$ cat config.mk
export PLATFORM = sky130hd
export DESIGN_NAME = ook_pulse_pair_decoder_flat
export DESIGN_NICKNAME = d
export VERILOG_FILES = /design/src/oppd_pkg.sv /design/src/oppd_ifs.sv /design/src/ook_pulse_pair_decoder.sv /design/src/flat_wrapper.sv
export SDC_FILE = /design/constraint.sdc
export NUM_CORES = 2
export LEC_CHECK = 0
export BUFFER_PORTS_ARGS = -buffer_cell sky130_fd_sc_hd__buf_2
export CAP_MARGIN = 20
export CORE_AREA = 10 10 294 352
export CTS_BUF_LIST = sky130_fd_sc_hd__clkbuf_8
export DETAILED_ROUTE_END_ITERATION = 6
export DIE_AREA = 0 0 304 362
export GPL_ROUTABILITY_DRIVEN = 0
export GPL_TIMING_DRIVEN = 0
export SLEW_MARGIN = 40
export SYNTH_ARGS = -nofsm -noshare
export SYNTH_HDL_FRONTEND = slang
export SYNTH_SLANG_ARGS = --single-unit
$ cat constraint.sdc
create_clock -name i_clk -period 20.5 [get_ports i_clk]
set_input_delay 2.05 -clock i_clk [delete_from_list [all_inputs] [get_ports i_clk]]
set_output_delay 2.05 -clock i_clk [all_outputs]
set_load 0.01 [all_outputs]
$ cat src/oppd_pkg.sv
// ----------------------------------------------------------------------------
// OOK pulse pair decoder package
// Widths, constants, register indexes and the sync reciprocal.
// ----------------------------------------------------------------------------
package oppd_pkg;

    localparam int DUR_W     = 20;
    localparam int DELAY_W   = 14;
    localparam int PCT_W     = 7;
    localparam int MINP_W    = 6;
    localparam int COUNT_W   = 7;
    localparam int CODE_W    = 64;
    localparam int FIELD_W   = 8;
    localparam int ADDR_LSB  = 8;
    localparam int NET_LSB   = 16;

    localparam int SYNC_RATIO  = 71;
    localparam int RECIP_SHIFT = 28;
    localparam int RECIP       = (2 ** RECIP_SHIFT + SYNC_RATIO - 1) / SYNC_RATIO;
    localparam int RECIP_W     = $clog2(RECIP + 1);

    localparam logic [DELAY_W-1:0] DELAY_MAX  = '1;
    localparam logic [COUNT_W-1:0] COUNT_MAX  = '1;
    localparam logic [PCT_W-1:0]   PCT_MAX    = PCT_W'(100);
    localparam logic [PCT_W-1:0]   PCT_RESET  = PCT_W'(60);
    localparam logic [MINP_W-1:0]  MINP_RESET = MINP_W'(15);

    localparam int CFG_IDX_W  = 1;
    localparam int CFG_DATA_W = 7;

    typedef enum logic [CFG_IDX_W-1:0] {
        CFG_MIN_PAIRS,
        CFG_TOL_PCT
    } t_cfg_idx;

endpackage

$ cat src/oppd_ifs.sv
// ----------------------------------------------------------------------------
// OOK pulse pair decoder channels
// Valid/ready interfaces for durations, results and configuration writes.
// ----------------------------------------------------------------------------
interface oppd_in_if;
    logic                        valid;
    logic                        ready;
    logic [oppd_pkg::DUR_W-1:0]  duration;
    logic                        last;

    modport source (output valid, output duration, output last, input ready);
    modport sink   (input valid, input duration, input last, output ready);
endinterface

interface oppd_out_if;
    logic                          valid;
    logic                          ready;
    logic                          valid_res;
    logic [oppd_pkg::FIELD_W-1:0]  address;
    logic [oppd_pkg::FIELD_W-1:0]  network;
    logic                          switch_state;

    modport source (output valid, output valid_res, output address, output network,
                    output switch_state, input ready);
    modport sink   (input valid, input valid_res, input address, input network,
                    input switch_state, output ready);
endinterface

interface oppd_cfg_if;
    logic                             valid;
    logic                             ready;
    logic [oppd_pkg::CFG_IDX_W-1:0]   index;
    logic [oppd_pkg::CFG_DATA_W-1:0]  data;

    modport source (output valid, output index, output data, input ready);
    modport sink   (input valid, input index, input data, output ready);
endinterface

$ cat src/ook_pulse_pair_decoder.sv
// ----------------------------------------------------------------------------
// OOK pulse pair decoder
// A result passes from the beat marked last through the input and result registers.
// Throughput: one duration beat per cycle, while no last beat waits on a stalled result.
// The result register decouples a stalled result from new input beats.
// Reset is synchronous, active low; it restores register defaults and the
// block then waits for a sync duration.
// ----------------------------------------------------------------------------
module ook_pulse_pair_decoder (
    input  logic          i_clk,
    input  logic          i_rst_n,
    oppd_in_if.sink       i_in,
    oppd_out_if.source    o_out,
    oppd_cfg_if.sink      i_cfg
);

    localparam int DIFF_W   = oppd_pkg::DUR_W + 1;
    localparam int TPROD_W  = oppd_pkg::DELAY_W + oppd_pkg::PCT_W;
    localparam int SCALED_W = DIFF_W + oppd_pkg::PCT_W;
    localparam int QPROD_W  = oppd_pkg::DUR_W + oppd_pkg::RECIP_W;

    logic [oppd_pkg::MINP_W-1:0]   r_min_pairs;
    logic [oppd_pkg::PCT_W-1:0]    r_tol_pct;

    logic                          r_in_valid;
    logic [oppd_pkg::DUR_W-1:0]    r_in_dur;
    logic                          r_in_last;

    logic                          r_awaiting, n_awaiting;
    logic [oppd_pkg::DELAY_W-1:0]  r_delay, n_delay;
    logic [oppd_pkg::PCT_W-1:0]    r_pct, n_pct;
    logic [TPROD_W-1:0]            r_prod;
    logic [oppd_pkg::DUR_W-1:0]    r_held, n_held;
    logic                          r_phase, n_phase;
    logic [oppd_pkg::CODE_W-1:0]   r_code, n_code;
    logic                          r_failed, n_failed;
    logic [oppd_pkg::COUNT_W-1:0]  r_count, n_count;

    logic                          r_out_valid;
    logic                          r_res_ok, n_res_ok;
    logic [oppd_pkg::FIELD_W-1:0]  r_address, n_address;
    logic [oppd_pkg::FIELD_W-1:0]  r_network, n_network;
    logic                          r_switch, n_switch;

    logic                          w_out_free;
    logic                          w_fire;
    logic [QPROD_W-1:0]            w_qprod;
    logic [oppd_pkg::DUR_W-1:0]    w_quot;
    logic [oppd_pkg::DELAY_W:0]    w_d2;
    logic                          w_bit0;
    logic                          w_bit1;

    // True when the value lies strictly inside center +/- floor(prod / 100).
    function automatic logic near_value(input logic [oppd_pkg::DUR_W-1:0] v,
                                        input logic [oppd_pkg::DELAY_W:0] center,
                                        input logic [TPROD_W-1:0] prod);
        logic [DIFF_W-1:0]   vx;
        logic [DIFF_W-1:0]   cx;
        logic [DIFF_W-1:0]   diff;
        logic [SCALED_W-1:0] scaled;
        vx = DIFF_W'(v);
        cx = DIFF_W'(center);
        diff = (vx >= cx) ? (vx - cx) : (cx - vx);
        scaled = (SCALED_W'(diff) + SCALED_W'(1)) * SCALED_W'(oppd_pkg::PCT_MAX);
        return scaled <= SCALED_W'(prod);
    endfunction

    assign w_out_free  = !r_out_valid || o_out.ready;
    assign w_fire      = r_in_valid && (!r_in_last || w_out_free);
    assign i_in.ready  = !r_in_valid || w_fire;
    assign i_cfg.ready = 1'b1;

    assign w_qprod = QPROD_W'(r_in_dur) * QPROD_W'(oppd_pkg::RECIP);
    assign w_quot  = oppd_pkg::DUR_W'(w_qprod >> oppd_pkg::RECIP_SHIFT);
    assign w_d2    = {r_delay, 1'b0};
    assign w_bit0  = near_value(r_held, w_d2, r_prod)
                     && near_value(r_in_dur, {1'b0, r_delay}, r_prod);
    assign w_bit1  = near_value(r_held, {1'b0, r_delay}, r_prod)
                     && near_value(r_in_dur, w_d2, r_prod);

    always_comb begin
        n_awaiting = r_awaiting;
        n_delay    = r_delay;
        n_pct      = r_pct;
        n_held     = r_held;
        n_phase    = r_phase;
        n_code     = r_code;
        n_failed   = r_failed;
        n_count    = r_count;
        n_res_ok   = 1'b0;
        n_address  = '0;
        n_network  = '0;
        n_switch   = 1'b0;
        if (w_fire) begin
            if (r_count != oppd_pkg::COUNT_MAX) begin
                n_count = r_count + oppd_pkg::COUNT_W'(1);
            end
            if (r_awaiting) begin
                n_delay    = (w_quot > oppd_pkg::DUR_W'(oppd_pkg::DELAY_MAX))
                             ? oppd_pkg::DELAY_MAX : w_quot[oppd_pkg::DELAY_W-1:0];
                n_pct      = (r_tol_pct > oppd_pkg::PCT_MAX) ? oppd_pkg::PCT_MAX : r_tol_pct;
                n_awaiting = 1'b0;
                n_phase    = 1'b0;
            end else if (!r_phase) begin
                n_held  = r_in_dur;
                n_phase = 1'b1;
            end else begin
                n_phase = 1'b0;
                if (!r_failed) begin
                    if (w_bit0) begin
                        n_code = {r_code[oppd_pkg::CODE_W-2:1], 1'b0, 1'b0};
                    end else if (w_bit1) begin
                        n_code = {r_code[oppd_pkg::CODE_W-2:1], 1'b1, 1'b0};
                    end else begin
                        n_failed = 1'b1;
                        n_code   = '0;
                    end
                end
            end
            if (r_in_last) begin
                n_res_ok = !n_failed
                           && (n_count[oppd_pkg::COUNT_W-1:1] >= r_min_pairs)
                           && (n_code[oppd_pkg::CODE_W-1:1] != '0);
                if (n_res_ok) begin
                    n_address = n_code[oppd_pkg::ADDR_LSB+1 +: oppd_pkg::FIELD_W];
                    n_network = n_code[oppd_pkg::NET_LSB+1 +: oppd_pkg::FIELD_W];
                    n_switch  = n_code[1];
                end
                n_awaiting = 1'b1;
                n_delay    = '0;
                n_held     = '0;
                n_phase    = 1'b0;
                n_code     = '0;
                n_failed   = 1'b0;
                n_count    = '0;
            end
        end
    end

    always_ff @(posedge i_clk) begin
        if (!i_rst_n) begin
            r_min_pairs <= oppd_pkg::MINP_RESET;
            r_tol_pct   <= oppd_pkg::PCT_RESET;
            r_in_valid  <= 1'b0;
            r_awaiting  <= 1'b1;
            r_delay     <= '0;
            r_pct       <= '0;
            r_prod      <= '0;
            r_held      <= '0;
            r_phase     <= 1'b0;
            r_code      <= '0;
            r_failed    <= 1'b0;
            r_count     <= '0;
            r_out_valid <= 1'b0;
        end else begin
            if (i_cfg.valid) begin
                case (oppd_pkg::t_cfg_idx'(i_cfg.index))
                    oppd_pkg::CFG_MIN_PAIRS: r_min_pairs <= i_cfg.data[oppd_pkg::MINP_W-1:0];
                    oppd_pkg::CFG_TOL_PCT:   r_tol_pct   <= i_cfg.data[oppd_pkg::PCT_W-1:0];
                    default: ;
                endcase
            end
            if (i_in.ready) begin
                r_in_valid <= i_in.valid;
            end
            r_awaiting <= n_awaiting;
            r_delay    <= n_delay;
            r_pct      <= n_pct;
            r_prod     <= TPROD_W'(r_delay) * TPROD_W'(r_pct);
            r_held     <= n_held;
            r_phase    <= n_phase;
            r_code     <= n_code;
            r_failed   <= n_failed;
            r_count    <= n_count;
            if (w_fire && r_in_last) begin
                r_out_valid <= 1'b1;
            end else if (o_out.ready) begin
                r_out_valid <= 1'b0;
            end
        end
    end

    always_ff @(posedge i_clk) begin
        if (i_in.valid && i_in.ready) begin
            r_in_dur  <= i_in.duration;
            r_in_last <= i_in.last;
        end
        if (w_fire && r_in_last) begin
            r_res_ok  <= n_res_ok;
            r_address <= n_address;
            r_network <= n_network;
            r_switch  <= n_switch;
        end
    end

    assign o_out.valid        = r_out_valid;
    assign o_out.valid_res    = r_res_ok;
    assign o_out.address      = r_address;
    assign o_out.network      = r_network;
    assign o_out.switch_state = r_switch;

    a_ready_only_when_busy: assert property (@(posedge i_clk) disable iff (!i_rst_n)
        !i_in.ready |-> (r_in_valid && r_in_last && r_out_valid && !o_out.ready))
        else $error("input stalled without a blocked result");

    a_delay_changes_on_frame_edge: assert property (@(posedge i_clk) disable iff (!i_rst_n)
        ($past(i_rst_n) && (r_delay != $past(r_delay)))
        |-> $past(w_fire && (r_awaiting || r_in_last)))
        else $error("unit delay changed outside sync or frame end");

    a_code_lsb_clear: assert property (@(posedge i_clk) disable iff (!i_rst_n)
        !r_code[0])
        else $error("code accumulator low bit set");

    a_phase_not_in_sync: assert property (@(posedge i_clk) disable iff (!i_rst_n)
        r_awaiting |-> !r_phase)
        else $error("pair phase set while waiting for sync");

    a_rejected_fields_zero: assert property (@(posedge i_clk) disable iff (!i_rst_n)
        (r_out_valid && !r_res_ok)
        |-> (r_address == '0 && r_network == '0 && !r_switch))
        else $error("rejected frame carries nonzero fields");

endmodule

$ cat src/flat_wrapper.sv
// flat-port wrapper written by rule: the top's interface ports become plain ports
module ook_pulse_pair_decoder_flat 
  (i_clk, i_rst_n, i_in_valid, i_in_duration, i_in_last, i_in_ready, o_out_valid, o_out_valid_res, o_out_address, o_out_network, o_out_switch_state, o_out_ready, i_cfg_valid, i_cfg_index, i_cfg_data, i_cfg_ready);
  oppd_in_if i_in_i ();
  oppd_out_if o_out_i ();
  oppd_cfg_if i_cfg_i ();
  input  logic i_clk;
  input  logic i_rst_n;
  input wire logic [$bits(i_in_i.valid)-1:0] i_in_valid;
  input wire logic [$bits(i_in_i.duration)-1:0] i_in_duration;
  input wire logic [$bits(i_in_i.last)-1:0] i_in_last;
  output wire logic [$bits(i_in_i.ready)-1:0] i_in_ready;
  output wire logic [$bits(o_out_i.valid)-1:0] o_out_valid;
  output wire logic [$bits(o_out_i.valid_res)-1:0] o_out_valid_res;
  output wire logic [$bits(o_out_i.address)-1:0] o_out_address;
  output wire logic [$bits(o_out_i.network)-1:0] o_out_network;
  output wire logic [$bits(o_out_i.switch_state)-1:0] o_out_switch_state;
  input wire logic [$bits(o_out_i.ready)-1:0] o_out_ready;
  input wire logic [$bits(i_cfg_i.valid)-1:0] i_cfg_valid;
  input wire logic [$bits(i_cfg_i.index)-1:0] i_cfg_index;
  input wire logic [$bits(i_cfg_i.data)-1:0] i_cfg_data;
  output wire logic [$bits(i_cfg_i.ready)-1:0] i_cfg_ready;
  assign i_in_i.valid = i_in_valid;
  assign i_in_i.duration = i_in_duration;
  assign i_in_i.last = i_in_last;
  assign i_in_ready = i_in_i.ready;
  assign o_out_valid = o_out_i.valid;
  assign o_out_valid_res = o_out_i.valid_res;
  assign o_out_address = o_out_i.address;
  assign o_out_network = o_out_i.network;
  assign o_out_switch_state = o_out_i.switch_state;
  assign o_out_i.ready = o_out_ready;
  assign i_cfg_i.valid = i_cfg_valid;
  assign i_cfg_i.index = i_cfg_index;
  assign i_cfg_i.data = i_cfg_data;
  assign i_cfg_ready = i_cfg_i.ready;
  ook_pulse_pair_decoder u_core (.i_clk(i_clk), .i_rst_n(i_rst_n), .i_in(i_in_i), .o_out(o_out_i), .i_cfg(i_cfg_i));
endmodule
After elaboration in Yosys (flattened, before gate mapping)
Cells that the tools add are included.
{"block": "op_classes", "addsub": 13, "multipliers": 6, "n_lt_le_gt_ge": 11, "n_eq_ne": 4, "muxes": 34, "bitwise": 1, "reduce_logical": 25}
{"op": "two-way mux 64 bit", "n": 7}
{"op": "<= comparator 28 x 21 -> 1 bit", "n": 4}
{"op": "multiplier 28 x 5 -> 26 bit, second input constant", "n": 4}
{"op": "adder 21 x 1 -> 22 bit, second input constant", "n": 4}
{"op": "two-way mux 21 bit", "n": 4}
{"op": "nonzero test 63 bit", "n": 1}
{"op": "two-way mux 20 bit", "n": 3}
{"op": "two-way mux 14 bit", "n": 3}
{"op": "subtractor 14 x 20 -> 21 bit", "n": 2}
{"op": "subtractor 15 x 20 -> 21 bit", "n": 2}
{"op": "subtractor 20 x 14 -> 21 bit", "n": 2}
{"op": "subtractor 20 x 15 -> 21 bit", "n": 2}
{"op": "multiplier 20 x 21 -> 41 bit, second input constant", "n": 1}
{"op": ">= comparator 20 x 14 -> 1 bit", "n": 2}
{"op": ">= comparator 20 x 15 -> 1 bit", "n": 2}
{"op": "two-way mux 7 bit", "n": 4}
{"op": "multiplier 14 x 7 -> 21 bit", "n": 1}
{"op": "> comparator 14 bit, second input constant", "n": 1}
{"op": "two-way mux 1 bit", "n": 13}
{"op": "AND reduction 2 bit", "n": 6}
{"op": "adder 7 x 1 -> 7 bit, second input constant", "n": 1}
{"op": "> comparator 7 bit, second input constant", "n": 1}
{"op": "logical AND 1 bit", "n": 7}
{"op": "!= test 7 bit, second input constant", "n": 1}
{"op": "8 further kinds", "n": 16}
{"block": "totals", "reg_bits": 189, "input_bits": 34, "output_inout_bits": 21}

Depth between registers and ports, before layout
{"block": "depth", "ltp_word": 16, "depth_mapped": 45, "mapped_depth_nobuf": 41}

Worst setup path after synthesis
OpenSTA, ideal clock, no wires.
{"block": "synth_path", "kind": "reg-to-reg", "startpoint": "register u_core.r_in_dur[1] (netlist name)", "endpoint": "register u_core.r_address, in the netlist u_core.o_out.address[6] (data pin)", "setup_ns": 0.137, "arrival_ns": 9.212, "path_slack_ns": 11.151, "path_stages_with_launch": 41, "path_buffers": 2, "period_less_slack_ns": 9.349, "cell_sequence": "edfxtp_1 inv_1 ha_1 inv_1 fa_1 a21o_1 a221oi_2 o21a_1 or4_1 nand2_2 o21a_1 a221oi_1 nand3b_1 or2_1 or3_1 xor2_1 ha_1 ha_1 (+5 left out) o21ai_0 a31oi_1 o21ai_0 xor2_1 ha_1 nor2b_1 a21oi_1 o311ai_0 nor4_1 nand4_1 or4_1 or4_1 a21oi_2 or4b_4 a31o_1 buf_6 buf_12 nor2_4"}
{"block": "synth_via", "elab_chain_len": 16, "elab_cells_between_ends": 33, "cone_classes": "add/sub (6); mul (2); order compare (4); mux (14); reduce/logical (7)"}
{"element": "start: declaration", "line": "ook_pulse_pair_decoder.sv:26", "source": "logic [oppd_pkg::DUR_W-1:0] r_in_dur;"}
{"element": "start signal: assignment", "line": "ook_pulse_pair_decoder.sv:185", "source": "r_in_dur <= i_in.duration;"}
{"element": "parallel branches: the longest is 16 deep, another holds multiplier 28 x 5 -> 26 bit"}
{"element": "end signal: assignment", "line": "ook_pulse_pair_decoder.sv:190", "source": "r_address <= n_address;"}
{"element": "end: declaration", "line": "ook_pulse_pair_decoder.sv:41", "source": "logic [oppd_pkg::FIELD_W-1:0] r_address, n_address;"}
Parallel ways; which one is timed is not known. The select of a mux whose other input is x is not followed.
A chain may end at the register's enable or synchronous reset.

Worst setup path after layout
{"block": "layout_path", "startpoint": "register u_core.r_delay[1] (netlist name)", "endpoint": "register u_core.r_network, in the netlist u_core.o_out.network[3] (data pin)"}
{"block": "layout_via", "elab_chain_len": 16, "elab_cells_between_ends": 47, "cone_classes": "add/sub (12); mul (4); order compare (8); mux (16); reduce/logical (7)"}
{"element": "start: declaration", "line": "ook_pulse_pair_decoder.sv:30", "source": "logic [oppd_pkg::DELAY_W-1:0] r_delay, n_delay;"}
{"element": "start signal: assignment", "line": "ook_pulse_pair_decoder.sv:167", "source": "r_delay <= n_delay;"}
{"element": "parallel branches: the longest is 16 deep, another holds multiplier 28 x 5 -> 26 bit"}
{"element": "end signal: assignment", "line": "ook_pulse_pair_decoder.sv:191", "source": "r_network <= n_network;"}
{"element": "end: declaration", "line": "ook_pulse_pair_decoder.sv:42", "source": "logic [oppd_pkg::FIELD_W-1:0] r_network, n_network;"}
Parallel ways; which one is timed is not known. The select of a mux whose other input is x is not followed.

==> results by group <==
Die
  – Die Width: 304 um
  – Die area: 0.110 mm2
  – FP Rows: 125
  – I/O pin count: 55
  – Core area: 0.0965 mm2
  – Die extent in y: 362 um
  – Starting density of the core: 37.6%

Routing
  – M1 wire length: 44.0 mm
  – Top Layer Used: met4
  – Routed Antenna Nets: 0
  – Final wirelength: 103 mm
  – Vias: 29,500
  – 1st-pass router iterations: 6
  – Drt via density: 5.33
  – DRC: 0
  – DR WL met2: 49.1 mm
  – Starting DRT DRC Count: 2,237
  – DR WL met3: 4.48 mm
  – Routed len/inst: 18.7 um

Status
  – Status: finished, final reports clean

CTS
  – CTS Buffer Depth: 2
  – Skew-Pair Late Insertion Delay: 0.51 ns
  – H-tree Lvls: 4
  – Clock buffer count from CTS: 17
  – Root Buffer: clkbuf_8
  – Post-CTS Setup Bufs: 0
  – CTS resizes: 0
  – Cts hold-fix bufs: 0
  – Sink Count: 189
  – CTS tree: done
  – Worst-path clk slew: 0.12 ns

Timing
  – RSZ-0062 raised after global routing: no
  – Fmax: 80.2 MHz
  – Setup Viol. Count Final: 0
  – Fin. max-slew vios: 0
  – Final Hold Vio Count: 0
  – Tcrit/Tclk final: 60.8%
  – Layout Skew: 0.0224 ns
  – Relative slew slack: 42.1%
  – Worst slew pin tran: 0.863 ns
  – Setup_tns: 0 ns
  – Post-layout min period: 12.47 ns

Setup path
  – Worst EP arrival: 12.84 ns
  – Worst Path Max Fanout: 14
  – Crit path max-delay family: compound AO/OA/AOI/OAI gates
  – Worst path required time: 20.88 ns
  – Bufs and invs on worst path: 7
  – R2r setup slk: 8.03 ns
  – CP Launch Type: flip-flop
  – Reg2Reg Depth: 41
  – Crit Path Class: flip-flop to flip-flop
  – Critical R2R Launch: u_core.r_delay[1]
  – Max stage delay on crit path: 0.71 ns
  – Reg-to-Reg End: u_core.o_out.network[3]
  – CP max stage cell: a2111oi_1
  – Crit end category: flip-flop

Run
  – Max Cap Viol: 0

Synthesis
  – Yosys reg bits: 189
  – Synth top cells by count: ha_1, inv_1, fa_1
  – Dominant synthesized flop cell: dfxtp_1
  – Synth warn: 0
  – Most common cell in the netlist: ha_1
  – Syn Inst Count: 4,160
  – Syn Nets: 5,208
  – Synth area leaders: ha_1, fa_1, dfxtp_1
  – Post-synthesis sequential area ratio: 11.5%
  – Number of synthesized flops with an enable pin: 39
  – Area leader, netlist: ha_1
  – Cell variety after synth: 108
  – Fraction of registers with async set/reset: 0%
  – Cell area after synthesis: 0.0363 mm2
  – Mapped Avg Cell Area: 8.72 um2
  – Synth top area share: 25.0%

Place
  – PortBufs: 53
  – Detailed placement HPWL: 86.7 mm
  – Total instance count after detailed placement: 5,491

Layout
  – Net count, final: 5,288
  – Layout cells sized above 1: 5.45%
  – Area delta synth->final: 6.64%
  – Cell Count, Final, Fillers Out: 5,524

Min path
  – Hold Crit Depth: 2
  – Hold_sp: u_core.r_min_pairs[4]
  – Hold endpoint: u_core.r_min_pairs[4]
  – Worst hold path class: flip-flop to flip-flop

Global route
  – Gr usage total: 18.4%
  – First-pass GRT wire length: 163 mm
  – Grt ovf: 0
  – Vias in the first global route: 29,400
  – Antenna violations before repair: 1
  – Largest net degree at the start of global routing: 21
## layout by cell type (no fill, tap or decap), types with 39 or more instances in the layout
master,count
o21ai_0,123
fa_1,289
nand2b_1,43
ha_1,725
edfxtp_1,39
dfxtp_1,148
xor2_1,96
a22o_1,62
a21oi_1,223
a21o_1,116
and2_1,70
nor2_1,150
nor2b_1,68
nand4_1,52
nand3_1,61
clkbuf_1,78
nor3_1,58
xnor2_1,175
inv_1,685
mux2i_1,58
buf_2,78
nand2_1,262
## per-stage QoR
stage	area [um2]	hold WS (ns)	setup slack [ns]	util, %
2_1_floorplan	36300	0.441	11.15	-
3_3_place_gp	38100	0.457	7.48	39.5
3_5_place_dp	38300	0.463	7.67	39.7
4_1_cts	38700	0.478	7.59	40.1
5_1_grt	38700	0.504	7.29	40.1
6_report	38700	0.478	8.03	40.1
## worst max path at each step
| stage | from | to | slack [ns] | depth (start not counted) |
|---|---|---|---|---|
| 2_1_floorplan | u_core.r_in_dur[1] | u_core.o_out.address[6] | 11.15 | 40 |
| 3_3_place_gp | u_core.r_delay[1] | u_core.o_out.network[4] | 7.48 | 41 |
| 3_5_place_dp | u_core.r_delay[1] | u_core.o_out.switch_state | 7.67 | 40 |
| 4_1_cts | u_core.r_delay[1] | u_core.r_code[27] | 7.59 | 40 |
| 5_1_grt | u_core.r_delay[1] | u_core.r_code[58] | 7.29 | 40 |
| 6_report | u_core.r_delay[1] | u_core.o_out.network[3] | 8.03 | 41 |
## tightest hold or removal path: cells and delay by family (launching register included)
family / cells / cell delay, ns
compound gates: 1 / 0.07
simple gates: 1 / 0.05
flops: 1 / 0.33
## routing by layer
| metal | vias up | track usage, % |
|---|---|---|
| met5 | - | 0 |
| met4 | 0 | 8.81 |
| met3 | 192 | 1.99 |
| met2 | 721 | 32.1 |
| met1 | 14100 | 22.5 |
| li1 | 14500 | - |
## cell families after synthesis
| group | after synthesis | share of synthesized area, % |
|---|---|---|
| multiplexers | 67 | 1.97 |
| adder cells (fa/ha/maj) | 1014 | 40.9 |
| buffers and inverters | 807 | 8.73 |
| AND/OR/NAND/NOR | 948 | 14.1 |
| XOR/XNOR | 277 | 6.80 |
| AO/OA/AOI/OAI | 857 | 16.0 |
| other | 1 | 0.0103 |
| flip-flops | 189 | 11.5 |
## final cells by class
class,count,area [um2]
Buffer,123,601
Tap cell,1270,1590
Inverter,684,2570
Fill cell,9655,57800
Clock inverter,15,174
Timing Repair Buffer,61,359
Antenna cell,1,2.50
Sequential cell,189,4180
Clock buffer,17,234
Multi-Input combinational cell,3164,29000
## registers in the layout (all words and copies together) (netlist names)
name	cells
u_core.r_in_dur	20
u_core.r_pct	7
u_core.r_tol_pct	7
u_core.r_awaiting	1
u_core.r_min_pairs	6
u_core.o_out.valid	1
u_core.r_failed	1
u_core.o_out.switch_state	1
u_core.r_in_valid	1
u_core.r_delay	14
u_core.r_held	20
u_core.r_count	7
u_core.r_phase	1
u_core.r_code	63
u_core.o_out.address	8
u_core.o_out.network	8
u_core.r_in_last	1
u_core.o_out.valid_res	1
u_core.r_prod	21
Power is not shown: default switching activity piles up to over one toggle a cycle in this logic, so the estimate is an artifact.
